**config.mk**
```make
export PLATFORM = sky130hd
export DESIGN_NAME = emm_back
export DESIGN_NICKNAME = d
export VERILOG_FILES = /design/src/hw/rtl/emm_pkg.sv /design/src/hw/rtl/emm_back.sv
export SDC_FILE = /design/constraint.sdc
export NUM_CORES = 2
export LEC_CHECK = 0
export ABC_AREA = 0
export BUFFER_PORTS_ARGS = -buffer_cell sky130_fd_sc_hd__buf_4
export CAP_MARGIN = 5
export CORE_UTILIZATION = 67
export DETAILED_ROUTE_END_ITERATION = 16
export HOLD_SLACK_MARGIN = 0.03
export PLACE_DENSITY_LB_ADDON = 0.2
export SLEW_MARGIN = 20
export SYNTH_ARGS = -nofsm -noshare
export SYNTH_HDL_FRONTEND = slang
export SYNTH_SLANG_ARGS = --single-unit
```
**constraint.sdc**
```tcl
create_clock -name aclk -period 12.8 [get_ports aclk]
set_input_delay 1.28 -clock aclk [delete_from_list [all_inputs] [get_ports aclk]]
set_output_delay 1.28 -clock aclk [all_outputs]
set_load 0.005 [all_outputs]
```
**src/hw/rtl/emm_pkg.sv**
```systemverilog
// Shared types, widths and coefficient tables for the element mass matrix block.
// No dependencies.
`default_nettype none
package emm_pkg;

    localparam int COORD_BITS = 16;
    localparam int DIFF_W     = COORD_BITS + 1;
    localparam int PROD_W     = 2 * DIFF_W;
    localparam int MINOR_W    = PROD_W + 1;
    localparam int TERM_W     = DIFF_W + MINOR_W;
    localparam int DELTA_W    = TERM_W + 2;
    localparam int VALUE_W    = 51;
    localparam int COEF_W     = 32;
    localparam int CMAG_W     = 28;
    localparam int LO_W       = 26;
    localparam int HI_W       = DELTA_W - LO_W;
    localparam int COEF_FRAC  = 30;
    localparam int QDEPTH     = 4;
    localparam int QPTR_W     = $clog2(QDEPTH);

    typedef enum logic [2:0] {
        KIND_TRI_P1  = 3'd0,
        KIND_TRI_P1B = 3'd1,
        KIND_TRI_P2  = 3'd2,
        KIND_TET_P1  = 3'd3,
        KIND_TET_P2  = 3'd4,
        KIND_TET_P1B = 3'd5
    } kind_t;

    typedef struct packed {
        logic [2:0]                 kind;
        logic signed [DELTA_W-1:0]  delta;
    } emm_item_t;

    function automatic logic [3:0] node_count(input logic [2:0] k);
        logic [3:0] n;
        unique case (k)
            KIND_TRI_P1:  n = 4'd3;
            KIND_TRI_P1B: n = 4'd4;
            KIND_TRI_P2:  n = 4'd6;
            KIND_TET_P1:  n = 4'd4;
            KIND_TET_P2:  n = 4'd10;
            KIND_TET_P1B: n = 4'd5;
            default:      n = 4'd3;
        endcase
        return n;
    endfunction

    function automatic logic [3:0] edge_lo(input logic [2:0] e);
        logic [3:0] v;
        unique case (e)
            3'd0:    v = 4'd0;
            3'd1:    v = 4'd1;
            3'd2:    v = 4'd0;
            3'd3:    v = 4'd0;
            3'd4:    v = 4'd1;
            default: v = 4'd2;
        endcase
        return v;
    endfunction

    function automatic logic [3:0] edge_hi(input logic [2:0] e);
        logic [3:0] v;
        unique case (e)
            3'd0:    v = 4'd1;
            3'd1:    v = 4'd2;
            3'd2:    v = 4'd2;
            default: v = 4'd3;
        endcase
        return v;
    endfunction

    function automatic logic edge_has(input logic [2:0] e, input logic [3:0] v);
        return (edge_lo(e) == v) || (edge_hi(e) == v);
    endfunction

    // Q1.30 coefficient of entry (r, c), r <= c
    function automatic logic signed [COEF_W-1:0] coef_q30(
        input logic [2:0] k, input logic [3:0] r, input logic [3:0] c);
        logic signed [COEF_W-1:0] q;
        logic [2:0] ec;
        logic [2:0] er;
        ec = 3'(c - 4'd4);
        er = 3'(r - 4'd4);
        q  = '0;
        unique case (k)
            KIND_TRI_P1: q = (r == c) ? 32'sd89478485 : 32'sd44739243;
            KIND_TRI_P1B: begin
                if (c == 4'd3) q = (r == 4'd3) ? 32'sd155309085 : 32'sd28760942;
                else           q = (r == c) ? 32'sd53047959 : 32'sd8308716;
            end
            KIND_TRI_P2: begin
                if (c < 4'd3)      q = (r == c) ? 32'sd17895697 : -32'sd2982616;
                else if (r < 4'd3) begin
                    if ((r == 4'd0 && c == 4'd4) || (r == 4'd1 && c == 4'd5) ||
                        (r == 4'd2 && c == 4'd3))
                        q = -32'sd11930465;
                    else
                        q = '0;
                end
                else               q = (r == c) ? 32'sd95443718 : 32'sd47721859;
            end
            KIND_TET_P1: q = (r == c) ? 32'sd17895697 : 32'sd8947849;
            KIND_TET_P2: begin
                if (c < 4'd4)      q = (r == c) ? 32'sd2556528 : 32'sd426088;
                else if (r < 4'd4) q = edge_has(ec, r) ? -32'sd1704352 : -32'sd2556528;
                else if (r == c)   q = 32'sd13634817;
                else if (edge_has(ec, edge_lo(er)) || edge_has(ec, edge_hi(er)))
                                   q = 32'sd6817408;
                else               q = 32'sd3408704;
            end
            KIND_TET_P1B: begin
                if (c == 4'd4) q = (r == 4'd4) ? 32'sd28206166 : 32'sd6583275;
                else           q = (r == c) ? 32'sd12841174 : 32'sd3893326;
            end
            default: q = '0;
        endcase
        return q;
    endfunction

endpackage
`default_nettype wire

```
**src/hw/rtl/emm_back.sv**
```systemverilog
// Back end: walks the upper triangle and scales Delta by each rounded coefficient.
// Depends on emm_pkg.
`default_nettype none
module emm_back (
    input  wire logic                       aclk,
    input  wire logic                       aresetn,
    input  wire logic                       q_valid,
    output logic                            q_pop,
    input  wire emm_pkg::emm_item_t         q_item,
    output logic                            m_valid,
    input  wire logic                       m_ready,
    output logic [3:0]                      m_row,
    output logic [3:0]                      m_col,
    output logic signed [emm_pkg::VALUE_W-1:0] m_value,
    output logic                            m_last
);
    localparam int XW = emm_pkg::DELTA_W;
    localparam int CW = emm_pkg::CMAG_W;
    localparam int LW = emm_pkg::LO_W;
    localparam int HW = emm_pkg::HI_W;
    localparam int VW = emm_pkg::VALUE_W;
    localparam int SW = HW + CW + LW + 2;

    logic bce, last_here, row_end;
    logic [3:0] r_reg, c_reg, n;
    logic signed [emm_pkg::COEF_W-1:0] coef;
    logic [XW-1:0] dmag;
    logic [emm_pkg::COEF_W-1:0] cabs;

    logic          v0_reg, va_reg, vb_reg, vo_reg;
    logic [3:0]    r0_reg, c0_reg, ra_reg, ca_reg, rb_reg, cb_reg, ro_reg, co_reg;
    logic          l0_reg, la_reg, lb_reg, lo_reg;
    logic          n0_reg, na_reg, nb_reg;
    logic [XW-1:0] mag0_reg;
    logic [CW-1:0] cm0_reg;
    logic [HW+CW-1:0] ph_reg;
    logic [LW+CW-1:0] pl_reg;
    logic [VW-1:0]    mb_reg;
    logic [VW-1:0]    val_reg;
    logic [SW-1:0]    sum;

    assign bce       = !vo_reg || m_ready;
    assign n         = emm_pkg::node_count(q_item.kind);
    assign row_end   = c_reg == n - 4'd1;
    assign last_here = row_end && (r_reg == n - 4'd1);
    assign q_pop     = bce && q_valid && last_here;
    assign coef      = emm_pkg::coef_q30(q_item.kind, r_reg, c_reg);
    assign dmag      = q_item.delta[XW-1] ? XW'(-q_item.delta) : XW'(q_item.delta);
    assign cabs      = coef[emm_pkg::COEF_W-1] ? 32'(-coef) : 32'(coef);
    assign sum       = (SW'(ph_reg) << LW) + SW'(pl_reg)
                     + (SW'(1) << (emm_pkg::COEF_FRAC - 1));

    always_ff @(posedge aclk) begin
        if (!aresetn) begin
            r_reg  <= '0;
            c_reg  <= '0;
            v0_reg <= 1'b0; va_reg <= 1'b0; vb_reg <= 1'b0; vo_reg <= 1'b0;
        end else if (bce) begin
            v0_reg <= q_valid;
            va_reg <= v0_reg;
            vb_reg <= va_reg;
            vo_reg <= vb_reg;
            if (q_valid) begin
                if (last_here) begin
                    r_reg <= '0;
                    c_reg <= '0;
                end else if (row_end) begin
                    r_reg <= r_reg + 4'd1;
                    c_reg <= r_reg + 4'd1;
                end else begin
                    c_reg <= c_reg + 4'd1;
                end
            end
        end
    end

    always_ff @(posedge aclk) begin
        if (bce) begin
            r0_reg   <= r_reg;  c0_reg <= c_reg;  l0_reg <= last_here;
            n0_reg   <= q_item.delta[XW-1] ^ coef[emm_pkg::COEF_W-1];
            mag0_reg <= dmag;
            cm0_reg  <= CW'(cabs);

            ra_reg <= r0_reg; ca_reg <= c0_reg; la_reg <= l0_reg; na_reg <= n0_reg;
            ph_reg <= mag0_reg[XW-1:LW] * cm0_reg;
            pl_reg <= mag0_reg[LW-1:0] * cm0_reg;

            rb_reg <= ra_reg; cb_reg <= ca_reg; lb_reg <= la_reg; nb_reg <= na_reg;
            mb_reg <= sum[emm_pkg::COEF_FRAC +: VW];

            ro_reg  <= rb_reg; co_reg <= cb_reg; lo_reg <= lb_reg;
            val_reg <= nb_reg ? VW'(-mb_reg) : mb_reg;
        end
    end

    assign m_valid = vo_reg;
    assign m_row   = ro_reg;
    assign m_col   = co_reg;
    assign m_value = $signed(val_reg);
    assign m_last  = lo_reg;
endmodule
`default_nettype wire
```
==> run_results.csv <==
group,metric,value,unit
drt,viasPerCell,5.77,
setup_path,startpoint_type,"flip-flop",
final_layout,drive_above_1_share,0.0465,
clock_network,cts-htree-levels,2,
placement,place_area,0.0651,sq mm
global_routing,groute.usage.overall,0.356,
clock_network,postCtsSetupRepairBufs,0,
die,num_io_pins,123,
drt,wl_per_cell,20.8,um
logic_synthesis,synth_compound_area_frac,0.0476,
die,rows,112,
placement,dp.cells,7709,
final_layout,instances_no_fill,7794,
min_path,hp-class,"reg2reg",
clock_network,cts_max_path_buffers,3,
logic_synthesis,synth_top_family_by_area,"adder cells",
clock_network,path_clk_slew,0.06,ns
flow_run,drv_cap,0,
placement,port_buffers,122,
setup_path,crit_arrival,10.01,ns
die,dieArea,0.0958,sq mm
setup_path,cp.required,13.11,ns
logic_synthesis,yosysWarnings,0,
setup_path,path_buf_inv,5,
timing,rsz0062_at_grt,"false",
setup_path,crit_path_end_kind,"flip-flop",
logic_synthesis,yosysTopAreaCellShare,0.409,
setup_path,reg2reg_slack,3.11,ns
logic_synthesis,synthTopCellsByArea,"fa_1 41%, edfxtp_1 15%, ha_1 9.1%, inv_1 8.8%, and2_1 7.9%",
logic_synthesis,ys_seq_elements,318,
final_layout,largest_register_ffs,55,
logic_synthesis,syn_nets,8438,
drt,ant_nets,0,
drt,num_vias,44957,
die,die_y,310,um
final_layout,final_core_util,0.714,
final_layout,final.fill_count,6939,
timing,finalHoldViolations,0,
global_routing,grt_pass1_wl,262,mm
final_layout,fin_area,0.0667,sq mm
status,outcome,"finished, final reports clean",
setup_path,crit_family,"adder cells",
timing,slew_viol_final,0,
timing,finalCritPeriodShare,0.757,
die,die-width,310,um
die,core-area,0.0935,sq mm
timing,clock.fmax,0.103,GHz
logic_synthesis,synthMuxAreaShare,0.000948,
logic_synthesis,synth_cells,6621,
logic_synthesis,synthAdderAreaFrac,0.500,
clock_network,tritoncts,"built",
drt,finalWirelength,162,mm
final_layout,nets,8325,
logic_synthesis,synth-simple-area-share,0.159,
clock_network,cts_buffers,40,
logic_synthesis,ys_dominant_reg_cell,"edfxtp_1",
placement,place.gp.congestion,0.944,
logic_synthesis,avgSynthCellArea,9.57,sq um
drt,first_pass_iters,5,
timing,worstMarginPinSlew,1.16,ns
timing,finalCriticalPeriod,9.69,ns
timing,setup_viol,0,
clock_network,cts-hold-fix-buffers,0,
global_routing,antenna_found_initial,2,
logic_synthesis,synth_xor_area_frac,0.0341,
timing,max_slew_margin,0.229,
timing,tns,0,ns
clock_network,postCtsResizedCells,0,
logic_synthesis,synth_cell_types,66,
setup_path,cp_slowest_stage_delay,1.02,ns
setup_path,worst_path_most_repeated_cell,"fa_1",
placement,hpwlAfterDp,126,mm
logic_synthesis,async_flop_share,0,
global_routing,overflow,0,
setup_path,crit_fanout,29,
clock_network,root_buffer,"clkbuf_16",
die,initial_core_util,0.678,
drt,drt_iter0_markers,4078,
setup_path,crit_type,"reg2reg",
global_routing,grt_max_degree,126,
timing,clock_skew,0.0234,ns
logic_synthesis,yosysTopAreaCell,"fa_1",
clock_network,clock_latency,0.58,ns
clock_network,cts_sinks,318,
final_layout,syn2layout_area_growth,5.28,%
logic_synthesis,synth_edf_count,306,
global_routing,grt_pass1_vias,48577,
logic_synthesis,ys_seq_area_frac,0.149,
logic_synthesis,syn-cell-area,0.0634,sq mm
setup_path,slowest_stage,"edfxtp_1",
drt,drcViolationCount,0,
[cell usage after synthesis, drive strengths merged (42+ instances only)]
| cell type | number |
|---|---|
| a21o | 69 |
| a21oi | 102 |
| and2 | 801 |
| clkbuf | 365 |
| edfxtp | 306 |
| fa | 1294 |
| ha | 462 |
| inv | 1486 |
| nand2 | 845 |
| nor2 | 110 |
| o21ai | 92 |
| o31ai | 42 |
| xnor2 | 202 |
| xor2 | 45 |
[kinds of logic (layout without fill, tap and decap cells)]
logic type,after synthesis,count (layout)
buf+inv,1853,1769
flops,318,318
other cells,0,3
xor+xnor,247,247
fa+ha+maj,1756,1756
compound gates,456,456
mux,6,6
simple gates,1985,1985
[path summary, 6_finish.rpt]
check                                  end   startpoint  cells after the start
worst max-delay path            pl_reg[53]  cm0_reg[11]                     25
worst max register to register  pl_reg[53]  cm0_reg[11]                     25
worst min-delay path                m_last       lb_reg                      0
worst min register to register      m_last       lb_reg                      0
[metal layers]
layer | routed length, um | share of wire | up-vias | GRT usage
met4 | 6300 | 0.039 | 2 | 0.132
met5 | 13 | 0.000080 | - | 0.00152
met1 | 64500 | 0.40 | 22763 | 0.486
li1 | - | - | 19597 | -
met3 | 18100 | 0.11 | 345 | 0.0988
met2 | 73100 | 0.45 | 2250 | 0.548
[layout by cell type (no fill, tap or decap), drive strengths merged, types with 10 or more instances in the layout]
master | Yosys | layout
nor4 | 13 | 13
fa | 1294 | 1294
xor2 | 45 | 45
o21bai | 11 | 11
nand3 | 40 | 40
a31oi | 16 | 16
ha | 462 | 462
o31ai | 42 | 42
nand2b | 16 | 16
or2 | 13 | 13
inv | 1486 | 1489
o41ai | 21 | 21
dfxtp | 12 | 12
nor2b | 16 | 16
a21oi | 102 | 102
edfxtp | 306 | 306
clkinv | 0 | 10
o21ai | 92 | 92
a211oi | 14 | 14
buf | 2 | 212
a21boi | 10 | 10
clkbuf | 365 | 49
nand4 | 18 | 18
xnor2 | 202 | 202
nor2 | 110 | 110
and4 | 11 | 11
nor3 | 38 | 38
and3 | 13 | 13
o21a | 17 | 17
or4 | 22 | 22
or3 | 18 | 18
and2 | 801 | 801
nand2 | 845 | 845
a21o | 69 | 69
[worst reg2reg max path: stages (launching register included)]
cell,delay (ns)
edfxtp_1,1.02
buf_4,0.53
and2_1,0.23
fa_1,0.44
fa_1,0.54
inv_1,0.06
fa_1,0.46
fa_1,0.51
inv_1,0.06
fa_1,0.45
fa_1,0.54
inv_1,0.07
fa_1,0.49
inv_1,0.05
ha_1,0.31
a2111oi_0,0.38
o21ai_0,0.17
a221o_1,0.46
a21o_1,0.23
o211ai_1,0.64
a21boi_0,0.30
a41oi_1,0.64
o2111ai_1,0.29
a31oi_1,0.31
o21bai_1,0.11
xnor2_1,0.13
[cell type report]
type | count | area (sq um) | area share
clock inverter | 22 | 272 | 0.00407
clock buffer | 49 | 1090 | 0.0163
antenna | 3 | 7.51 | 0.000113
multi-input combinational | 4450 | 47000 | 0.704
timing repair buffer | 212 | 1770 | 0.0266
sequential | 318 | 9430 | 0.141
inverter | 1486 | 5590 | 0.0837
tap | 1254 | 1570 | 0.0235
[metrics by stage]
| step | worst slack (ns) | hold WS (ns) |
|---|---|---|
| final | 3.11 | 0.414 |
| after global routing | 2.71 | 0.423 |
| after CTS | 3.21 | 0.416 |
| after detailed placement | 3.26 | 0.405 |
| after global placement | 3.43 | 0.400 |
| after floorplan | 1.96 | 0.400 |
Power is not shown: default switching activity piles up to over one toggle a cycle in this logic, so the estimate is an artifact.
