===== src/hw/rtl/emm_pkg.sv =====
// Shared types, widths and coefficient tables for the element mass matrix block.
// No dependencies.
`default_nettype none
package emm_pkg;

    localparam int COORD_BITS = 16;
    localparam int DIFF_W     = COORD_BITS + 1;
    localparam int PROD_W     = 2 * DIFF_W;
    localparam int MINOR_W    = PROD_W + 1;
    localparam int TERM_W     = DIFF_W + MINOR_W;
    localparam int DELTA_W    = TERM_W + 2;
    localparam int VALUE_W    = 51;
    localparam int COEF_W     = 32;
    localparam int CMAG_W     = 28;
    localparam int LO_W       = 26;
    localparam int HI_W       = DELTA_W - LO_W;
    localparam int COEF_FRAC  = 30;
    localparam int QDEPTH     = 4;
    localparam int QPTR_W     = $clog2(QDEPTH);

    typedef enum logic [2:0] {
        KIND_TRI_P1  = 3'd0,
        KIND_TRI_P1B = 3'd1,
        KIND_TRI_P2  = 3'd2,
        KIND_TET_P1  = 3'd3,
        KIND_TET_P2  = 3'd4,
        KIND_TET_P1B = 3'd5
    } kind_t;

    typedef struct packed {
        logic [2:0]                 kind;
        logic signed [DELTA_W-1:0]  delta;
    } emm_item_t;

    function automatic logic [3:0] node_count(input logic [2:0] k);
        logic [3:0] n;
        unique case (k)
            KIND_TRI_P1:  n = 4'd3;
            KIND_TRI_P1B: n = 4'd4;
            KIND_TRI_P2:  n = 4'd6;
            KIND_TET_P1:  n = 4'd4;
            KIND_TET_P2:  n = 4'd10;
            KIND_TET_P1B: n = 4'd5;
            default:      n = 4'd3;
        endcase
        return n;
    endfunction

    function automatic logic [3:0] edge_lo(input logic [2:0] e);
        logic [3:0] v;
        unique case (e)
            3'd0:    v = 4'd0;
            3'd1:    v = 4'd1;
            3'd2:    v = 4'd0;
            3'd3:    v = 4'd0;
            3'd4:    v = 4'd1;
            default: v = 4'd2;
        endcase
        return v;
    endfunction

    function automatic logic [3:0] edge_hi(input logic [2:0] e);
        logic [3:0] v;
        unique case (e)
            3'd0:    v = 4'd1;
            3'd1:    v = 4'd2;
            3'd2:    v = 4'd2;
            default: v = 4'd3;
        endcase
        return v;
    endfunction

    function automatic logic edge_has(input logic [2:0] e, input logic [3:0] v);
        return (edge_lo(e) == v) || (edge_hi(e) == v);
    endfunction

    // Q1.30 coefficient of entry (r, c), r <= c
    function automatic logic signed [COEF_W-1:0] coef_q30(
        input logic [2:0] k, input logic [3:0] r, input logic [3:0] c);
        logic signed [COEF_W-1:0] q;
        logic [2:0] ec;
        logic [2:0] er;
        ec = 3'(c - 4'd4);
        er = 3'(r - 4'd4);
        q  = '0;
        unique case (k)
            KIND_TRI_P1: q = (r == c) ? 32'sd89478485 : 32'sd44739243;
            KIND_TRI_P1B: begin
                if (c == 4'd3) q = (r == 4'd3) ? 32'sd155309085 : 32'sd28760942;
                else           q = (r == c) ? 32'sd53047959 : 32'sd8308716;
            end
            KIND_TRI_P2: begin
                if (c < 4'd3)      q = (r == c) ? 32'sd17895697 : -32'sd2982616;
                else if (r < 4'd3) begin
                    if ((r == 4'd0 && c == 4'd4) || (r == 4'd1 && c == 4'd5) ||
                        (r == 4'd2 && c == 4'd3))
                        q = -32'sd11930465;
                    else
                        q = '0;
                end
                else               q = (r == c) ? 32'sd95443718 : 32'sd47721859;
            end
            KIND_TET_P1: q = (r == c) ? 32'sd17895697 : 32'sd8947849;
            KIND_TET_P2: begin
                if (c < 4'd4)      q = (r == c) ? 32'sd2556528 : 32'sd426088;
                else if (r < 4'd4) q = edge_has(ec, r) ? -32'sd1704352 : -32'sd2556528;
                else if (r == c)   q = 32'sd13634817;
                else if (edge_has(ec, edge_lo(er)) || edge_has(ec, edge_hi(er)))
                                   q = 32'sd6817408;
                else               q = 32'sd3408704;
            end
            KIND_TET_P1B: begin
                if (c == 4'd4) q = (r == 4'd4) ? 32'sd28206166 : 32'sd6583275;
                else           q = (r == c) ? 32'sd12841174 : 32'sd3893326;
            end
            default: q = '0;
        endcase
        return q;
    endfunction

endpackage
`default_nettype wire


===== src/hw/rtl/emm_queue.sv =====
// Short queue between the front and back ends, holding kind and Delta.
// Depends on emm_pkg.
`default_nettype none
module emm_queue (
    input  wire logic               aclk,
    input  wire logic               aresetn,
    input  wire logic               wr_valid,
    output logic                    wr_ready,
    input  wire emm_pkg::emm_item_t wr_item,
    output logic                    rd_valid,
    input  wire logic               rd_pop,
    output emm_pkg::emm_item_t      rd_item
);
    emm_pkg::emm_item_t              mem_reg [emm_pkg::QDEPTH];
    logic [emm_pkg::QPTR_W-1:0]      wp_reg, rp_reg;
    logic [emm_pkg::QPTR_W:0]        cnt_reg, cnt_next;
    logic                            push, pop;

    assign wr_ready = cnt_reg != (emm_pkg::QPTR_W+1)'(emm_pkg::QDEPTH);
    assign rd_valid = cnt_reg != '0;
    assign rd_item  = mem_reg[rp_reg];
    assign push     = wr_valid && wr_ready;
    assign pop      = rd_pop && rd_valid;

    always_comb begin
        cnt_next = cnt_reg;
        if (push && !pop)      cnt_next = cnt_reg + 1'b1;
        else if (pop && !push) cnt_next = cnt_reg - 1'b1;
    end

    always_ff @(posedge aclk) begin
        if (!aresetn) begin
            wp_reg  <= '0;
            rp_reg  <= '0;
            cnt_reg <= '0;
        end else begin
            cnt_reg <= cnt_next;
            if (push) wp_reg <= wp_reg + 1'b1;
            if (pop)  rp_reg <= rp_reg + 1'b1;
        end
    end

    always_ff @(posedge aclk) begin
        if (push) mem_reg[wp_reg] <= wr_item;
    end
endmodule
`default_nettype wire


===== config.mk =====
export PLATFORM = sky130hd
export DESIGN_NAME = emm_queue
export DESIGN_NICKNAME = d
export VERILOG_FILES = /design/src/hw/rtl/emm_pkg.sv /design/src/hw/rtl/emm_queue.sv
export SDC_FILE = /design/constraint.sdc
export NUM_CORES = 1
export LEC_CHECK = 0
export BUFFER_PORTS_ARGS = -buffer_cell sky130_fd_sc_hd__buf_2
export CAP_MARGIN = 5
export CORE_MARGIN = 2
export CORE_UTILIZATION = 55
export DETAILED_ROUTE_END_ITERATION = 12
export PLACE_DENSITY = 0.8
export SLEW_MARGIN = 40
export SYNTH_ARGS = -nofsm -noshare
export SYNTH_HDL_FRONTEND = slang
export SYNTH_SLANG_ARGS = --single-unit
export TNS_END_PERCENT = 10

===== constraint.sdc =====
create_clock -name aclk -period 8.3 [get_ports aclk]
set_input_delay 2.075 -clock aclk [delete_from_list [all_inputs] [get_ports aclk]]
set_output_delay 2.075 -clock aclk [all_outputs]
set_load 0.02 [all_outputs]

==> flow_summary.yaml, run 1 <==
outcome:
  outcome: "complete, no violations"
power_and_ir_drop:
  powerDensity_nw_per_um2: 320
  p_leak_nw: 3.46
  peakVddDrop_uv: 182
clocking:
  cts_root_buffer: "clkbuf_16"
  htreeDepth: 1
  cts_buffers: 23
  cts_setup_buffers: 0
  cts_tree: "yes"
  clkSinkCount: 237
  cts_resized: 0
  postCtsHoldBufs: 0
  clk_path_buf_depth: 3
  clk_latency_ns: 0.49
  clk_pin_slew_ns: 0.06
die:
  start_util_pct: 56.8
  dieArea_sq_um: 16800
  chipHeight_um: 130
  ios: 120
  core_sq_um: 15300
  rows: 45
  die_w_um: 130
place:
  gp_congestion: 0.675
  dp_hpwl_um: 8910
  port_buffers: 119
yosys:
  synth_top_family_by_area: "multiplexers"
  synthMuxAreaShare_pct: 15.1
  synth.ff_latch_count: 237
  synth_fp_nets: 412
  synth-xor-area-share_pct: 0.403
  synth_compound_area_share_pct: 0.518
  synthAdderAreaFrac_pct: 0.950
  yosys_warnings: 0
  ys_seq_area_share_pct: 80.8
  synth.distinct_cells: 23
  syn_area_sq_um: 8700
  avgSynthCellArea_sq_um: 25.2
  synthSimpleGateAreaFrac_pct: 1.05
  synthCells: 345
timing:
  rsz0062_at_grt: "false"
  setup-tns-final_ns: 0
  finalCriticalPeriod_ns: 4.68
  hold_ws_ns: 0.504
  max_freq_ghz: 0.214
  tightest_slew_ns: 0.642
  finalCritPeriodShare_pct: 56.4
  final_hold_viol_count: 0
  report.final.slew_viol_count: 0
  clock_skew_ns: 0.0119
  finalSetupViolCount: 0
  max_slew_margin_pct: 57.2
routing:
  wl_um: 14900
  viasPerCell: 5.62
  drtPass1Iterations: 4
  drc: 0
  wire_per_inst_um: 20.9
  num_vias: 3993
  postRouteAntennaNets: 0
  drt_iter0_markers: 253
cells_and_area:
  final_layout_size_suffix_gt1_share_pct: 44.3
  synthToLayoutAreaGrowth_pct: 18.3
  largest_reg_flops: 228
  final_common_cell: "edfxtp_1"
  finalNetCount: 550
  diodes: 0
  layout_common_cells: "edfxtp_1, buf_2, mux4_2"
  fin_util_pct: 67.2
worst_setup_path:
  path_class: "flop to output pin"
  worstPathRequired_ns: 6.23
  crit_slowest_cell: "dfxtp_4"
  path_cells: "buf_4 -> mux4_2 -> buf_2"
  cp-end-kind: "output pin"
  cp.arrival_ns: 2.61
  slowest_delay_ns: 0.67
  crit_fanout: 33
  start_kind: "flop"
grt:
  grt_pass1_vias: 4168
  antenna_found_initial: 2
  grt-ovfl-total: 0
  grt_max_degree: 58
  grt_usage_pct: 18.2
  grt_pass1_wl_um: 22800
min_path:
  hold_path.class: "flop to flop"
run:
  drv_cap: 0
-- per-layer routing --
layer	track usage (%)	up-vias	wire [um]
met5	0	-	24
met4	4.49	4	203
met3	3.90	25	1030
met2	30.6	140	7580
met1	24.9	2086	6040
li1	-	1738	-
-- cell usage after synthesis (all sizes together) --
| library cell | instances | area (sq um) |
|---|---|---|
| inv | 3 | 11.3 |
| xnor2 | 3 | 26.3 |
| dfxtp | 9 | 180 |
| fa | 1 | 20.0 |
| nand2 | 5 | 18.8 |
| o311ai | 1 | 8.76 |
| or3 | 2 | 12.5 |
| mux2i | 3 | 30.0 |
| o31ai | 1 | 12.5 |
| nor2b | 1 | 6.26 |
| mux4 | 57 | 1280 |
| and2 | 8 | 50.1 |
| ha | 5 | 62.6 |
| o21ai | 1 | 5.00 |
| edfxtp | 228 | 6850 |
| xor2 | 1 | 8.76 |
| clkbuf | 3 | 11.3 |
| a21boi | 2 | 18.8 |
| buf | 10 | 80.1 |
| nor2 | 1 | 3.75 |
-- final timing paths --
path | depth (start not counted) | from | slack (ns) | to
worst max-delay path | 3 | flop | 3.62 | rd_item[1]
worst min-delay path | 2 | wp_reg[0]$_SDFFE_PN0P_ | 0.50 | wp_reg[0]$_SDFFE_PN0P_
worst min register to register | 2 | wp_reg[0]$_SDFFE_PN0P_ | 0.50 | wp_reg[0]$_SDFFE_PN0P_
worst max register to register | 4 | cnt_reg[0]$_SDFFE_PN0P_ | 5.80 | mem_reg[2][17]$_DFFE_PP_
-- where the power goes --
part	internal [mW]	switching, mW
registers	1.45	0.0685
logic	0.354	0.445
clock network	0.571	0.400
-- area by class of cell --
type | instances | area (sq um)
clock buffer | 29 | 598
multi-input combinational | 92 | 1580
inverter | 3 | 11.3
fill | 1006 | 5030
timing repair buffer | 126 | 698
clock inverter | 12 | 109
sequential | 237 | 7030
tap | 211 | 264
-- kinds of logic (layout without fill, tap and decap cells) --
logic type,Yosys count,after routing
AO/OA/AOI/OAI,5,5
XOR/XNOR,4,4
adder cells (fa/ha/maj),6,6
buffers and inverters,16,170
flip-flops,237,237
multiplexers,60,60
AND/OR/NAND/NOR,17,17
-- metrics by stage --
stage,worst slack [ns],power [mW],cell area (sq um),cells
5_1_grt,3.37,3.44,10300,710
2_1_floorplan,4.13,2.12,8700,345
3_3_place_gp,4.04,2.33,9500,665
6_report,3.62,3.29,10300,710
4_1_cts,3.51,3.33,10300,709
3_5_place_dp,4.03,2.36,9560,668
-- critical path, delay by kind of cell, from the launching register on --
kind	cells	cell delay, ns
buffers and inverters	2	0.79
DFF	1	0.67
muxes	1	0.60
Note: power is estimated with default switching activity, not from simulation.
==> run 2, diff against run 1 <==
- CORE_UTILIZATION: 55 -> 51
- PLACE_DENSITY: 0.8 -> 0.78
- clock period: 8.3 -> 4.02 ns (I/O delays scaled with it)
==> run 2 against run 1 <==
Core utilization fell by 4.6 points; worst setup slack got worse by 2.7 ns; non-clock buffer count rose by 3; register-to-register slack got worse by 4.1 ns; via count rose by 0.35%; largest power group unchanged; first-iteration DRC count fell by 3.2%; total power rose by 110%.
==> flow_summary.yaml, run 2 (synthesized netlist as in run 1, its figures left out) <==
cells_and_area:
  final_common_cell: "edfxtp_1"
  largest_reg_flops: 228
  register_area_sq_um: 7030
  final_layout_size_suffix_gt1_share_pct: 44.3
  layout_common_cells: "edfxtp_1, buf_2, mux4_2"
  finalNetCount: 554
  synthToLayoutAreaGrowth_pct: 19.8
  multiInputGateArea_sq_um: 1580
  n_fill_cell: 1152
grt:
  antenna_found_initial: 2
  grt_max_degree: 38
  grt_pass1_vias: 4327
  grt-ovfl-total: 0
  grt_pass1_wl_um: 23700
  grt_usage_pct: 17.1
timing:
  finalCriticalPeriod_ns: 3.09
  final_hold_viol_count: 0
  rsz0062_at_grt: "false"
  report.final.slew_viol_count: 0
  tightest_slew_ns: 0.583
  finalCritPeriodShare_pct: 76.9
  finalSetupViolCount: 0
  setup-tns-final_ns: 0
  clock_skew_ns: 0.0101
  max_slew_margin_pct: 61.1
  max_freq_ghz: 0.323
power_and_ir_drop:
  peakVddDrop_uv: 428
  power_mw: 6.88
  powerDensity_nw_per_um2: 660
  p_leak_nw: 3.51
die:
  chipHeight_um: 135
  core_sq_um: 16600
  die_w_um: 135
  dieArea_sq_um: 18100
  rows: 47
  ios: 120
  start_util_pct: 52.3
routing:
  viasPerCell: 5.53
  drt_iter0_markers: 245
  wire_per_inst_um: 20.9
  drtPass1Iterations: 4
  drc: 0
  wl_um: 15100
  num_vias: 4007
  postRouteAntennaNets: 0
place:
  gp_congestion: 0.715
  port_buffers: 119
  dp_hpwl_um: 9290
clocking:
  clk_path_buf_depth: 3
  cts_setup_buffers: 0
  cts_resized: 0
  clk_pin_slew_ns: 0.06
  postCtsHoldBufs: 0
  clkSinkCount: 237
  htreeDepth: 1
  cts_tree: "yes"
  clk_latency_ns: 0.50
  cts_root_buffer: "clkbuf_16"
  cts_buffers: 24
worst_setup_path:
  worstPathRequired_ns: 3.01
  cp.arrival_ns: 2.09
  crit_fanout: 37
  cp-end-kind: "output pin"
  path_buf_inv: 2
  cp_top_family: "flip-flops"
  slowest_delay_ns: 0.70
  path_class: "flop to output pin"
  path_cells: "buf_12 -> mux4_2 -> buf_2"
  start_kind: "flop"
  crit_slowest_cell: "dfxtp_2"
run:
  drv_cap: 0
min_path:
  hold_path.class: "flop to flop"
outcome:
  outcome: "complete, no violations"
run 2: cell types whose count changed in the layout (fill, tap and decap cells not counted), sizes merged:
cell	previous run	this run
diode	0	1
bufinv	2	1
clkbuf	29	33
clkinv	8	7
clkinvlp	2	1
buf	126	129
run 2: layout make-up:
cell class                      instances  share of cell area [%]
Tap cell                              220                    2.64
Multi-Input combinational cell         92                    15.1
Inverter                                3                   0.108
Clock buffer                           33                    6.29
Sequential cell                       237                    67.5
Antenna cell                            1                  0.0240
Clock inverter                          9                   0.672
Timing Repair Buffer                  129                    7.66
run 2: tightest hold or removal path, stage by stage (launching register included):
cell     delay [ns]
dfxtp_1        0.34
nand2_1        0.08
mux2i_1        0.06
run 2: per-layer routing:
| metal | global-route usage, % | vias up | part of all wire (%) |
|---|---|---|---|
| li1 | - | 1748 | - |
| met1 | 23.7 | 2111 | 42 |
| met2 | 27.9 | 119 | 50 |
| met3 | 3.90 | 27 | 5.6 |
| met4 | 4.80 | 2 | 1.9 |
| met5 | 0 | - | 0.079 |
run 2: per-stage QoR:
stage | util [%] | worst slack, ns | cell area (sq um) | instances | hold WS (ns)
after floorplan | - | 0.924 | 8700 | 345 | 0.468
after CTS | 62.6 | 0.846 | 10400 | 723 | 0.534
final | 62.6 | 0.928 | 10400 | 724 | 0.529
after global routing | 62.6 | 0.780 | 10400 | 723 | 0.549
after global placement | 57.3 | 1.30 | 9540 | 674 | 0.477
after detailed placement | 58.3 | 1.20 | 9690 | 681 | 0.526
run 2: power breakdown:
| part | switching (mW) | total [mW] | internal (mW) |
|---|---|---|---|
| Sequential | 0.108 | 3.11 | 3.00 |
| Combinational | 0.964 | 1.73 | 0.770 |
| Clock | 0.841 | 2.04 | 1.20 |
run 2: path summary, 6_finish.rpt:
kind	startpoint	to	slack, ns	depth (start not counted)
worst max-delay path	flop	rd_item[49]	0.93	3
worst min-delay path	wp_reg[1]$_SDFFE_PN0P_	wp_reg[1]$_SDFFE_PN0P_	0.53	2
worst max register to register	cnt_reg[0]$_SDFFE_PN0P_	cnt_reg[2]$_SDFFE_PN0P_	1.67	8
worst min register to register	wp_reg[1]$_SDFFE_PN0P_	wp_reg[1]$_SDFFE_PN0P_	0.53	2
==> run 3, diff against run 2 <==
- clock period: 4.02 -> 2.75 ns (I/O delays scaled with it)
==> run 3 against run 2 <==
Register-to-register slack got worse by 1.1 ns; critical path depth did not move; first-iteration DRC count did not move; critical path type unchanged.
==> flow_summary.yaml, run 3 (synthesized netlist as in run 1, its figures left out) <==
cells_and_area:
  layout_common_cells: "edfxtp_1, buf_2, mux4_2"
  register_area_sq_um: 7030
  synthToLayoutAreaGrowth_pct: 19.5
  fin_util_pct: 62.4
  diodes: 0
  final_layout_size_suffix_gt1_share_pct: 46.5
  finalNonFillerCells: 730
  final_common_cell: "edfxtp_1"
  largest_reg_flops: 228
  n_fill_cell: 1147
  multiInputGateArea_sq_um: 1570
  finalNetCount: 561
power_and_ir_drop:
  p_leak_nw: 3.52
  powerDensity_nw_per_um2: 961
  power_mw: 9.98
  p_clk_share_pct: 28.5
  swShare_pct: 27.9
  p_switching_mw: 2.79
  internal_power_mw: 7.20
  seq_power_share_pct: 45.4
  combPwrFrac_pct: 26.1
  peakVddDrop_uv: 616
place:
  dp_slack_ns: 0.456
  dp.cells: 686
  dp_hpwl_um: 9070
  gp_congestion: 0.700
  port_buffers: 119
grt:
  grt_max_degree: 35
  grt_usage_pct: 16.7
  grt-ovfl-total: 0
  grt_pass1_vias: 4298
  grt_pass1_wl_um: 23200
  antenna_found_initial: 0
timing:
  max_slew_margin_pct: 65.3
  tightest_slew_ns: 0.520
  max_freq_ghz: 0.392
  finalSetupViolCount: 0
  finalCritPeriodShare_pct: 92.7
  fin_ws_ns: 0.201
  setup-tns-final_ns: 0
  clock_skew_ns: 0.00600
  rsz0062_at_grt: "false"
  final_hold_viol_count: 0
  finalCriticalPeriod_ns: 2.55
  report.final.slew_viol_count: 0
routing:
  postRouteAntennaNets: 0
  viasPerCell: 5.40
  drc: 0
  drt_iter0_markers: 245
  wire_per_inst_um: 20.1
  num_vias: 3939
  wl_um: 14700
  drtPass1Iterations: 4
worst_setup_path:
  slowest_delay_ns: 0.52
  path_class: "flop to output pin"
  r2r-end: "cnt_reg[2]$_SDFFE_PN0P_"
  crit_fanout: 15
  reg2reg_slack_ns: 0.59
  worstReg2RegStart: "cnt_reg[0]$_SDFFE_PN0P_"
  path_cells: "buf_12 -> mux4_2 -> buf_2"
  cp.arrival_ns: 1.86
  rr_worst_depth: 8
  crit_slowest_cell: "mux4_2"
  worstPathRequired_ns: 2.06
  cp-end-kind: "output pin"
  start_kind: "flop"
die:
  rows: 47
  die_w_um: 135
  core_sq_um: 16600
  ios: 120
  start_util_pct: 52.3
  chipHeight_um: 135
  dieArea_sq_um: 18100
min_path:
  min_from: "wr_item[4]"
  whs_endpoint: "mem_reg[3][4]$_DFFE_PP_"
  hold_path.class: "input port to flop"
  worstHoldPathCells: 1
clocking:
  cts_buffers: 23
  cts_root_buffer: "clkbuf_16"
  cts_tree: "yes"
  clk_pin_slew_ns: 0.06
  cts_resized: 0
  postCtsHoldBufs: 0
  cts_setup_buffers: 3
  clkSinkCount: 237
  clk_latency_ns: 0.49
  htreeDepth: 1
  clk_path_buf_depth: 3
run:
  drv_cap: 0
outcome:
  outcome: "complete, no violations"
-- run 3: power groups by stage --
stage	Sequential [mW]	Clock [mW]	Combinational (mW)
final	4.53	2.84	2.61
after global routing	4.57	3.05	2.81
after CTS	4.54	2.91	2.67
after detailed placement	4.65	0	2.58
after global placement	4.62	0	2.53
after floorplan	4.55	0	1.84
-- run 3: worst max-delay path: cells and delay by family (launching register included) --
kind / cells / cell delay (ns)
DFF: 1 / 0.46
muxes: 1 / 0.52
buffers and inverters: 2 / 0.38
-- run 3: area by class of cell --
| type | instances | share of cell area (%) |
|---|---|---|
| sequential | 237 | 67.7 |
| tap | 220 | 2.65 |
| multi-input combinational | 92 | 15.1 |
| inverter | 3 | 0.108 |
| timing repair buffer | 137 | 7.76 |
| clock inverter | 15 | 1.01 |
| clock buffer | 26 | 5.65 |
-- run 3: per-layer routing --
layer  track usage, %  wire length (um)  vias to the layer above
li1                 -                 -                     1761
met1             22.6              6160                     2038
met2             28.4              7370                      120
met3             3.38               944                       20
met4             4.27               211                        0
met5                0                 0                        -
-- run 3: worst max path at each step --
stage	from	end	slack [ns]
2_1_floorplan	wr_valid	mem_reg[3][0]$_DFFE_PP_	-0.03
3_3_place_gp	flop	rd_item[32]	0.51
3_5_place_dp	rd_pop	cnt_reg[2]$_SDFFE_PN0P_	0.46
4_1_cts	flop	rd_item[32]	0.16
5_1_grt	flop	rd_item[32]	0.12
6_report	flop	rd_item[32]	0.20
-- run 3: metrics by stage --
| step | area, sq um | hold slack [ns] |
|---|---|---|
| 3_3_place_gp | 9660 | 0.476 |
| 4_1_cts | 10400 | 0.384 |
| 5_1_grt | 10400 | 0.392 |
| 2_1_floorplan | 8700 | 0.468 |
| 6_report | 10400 | 0.406 |
| 3_5_place_dp | 9660 | 0.511 |
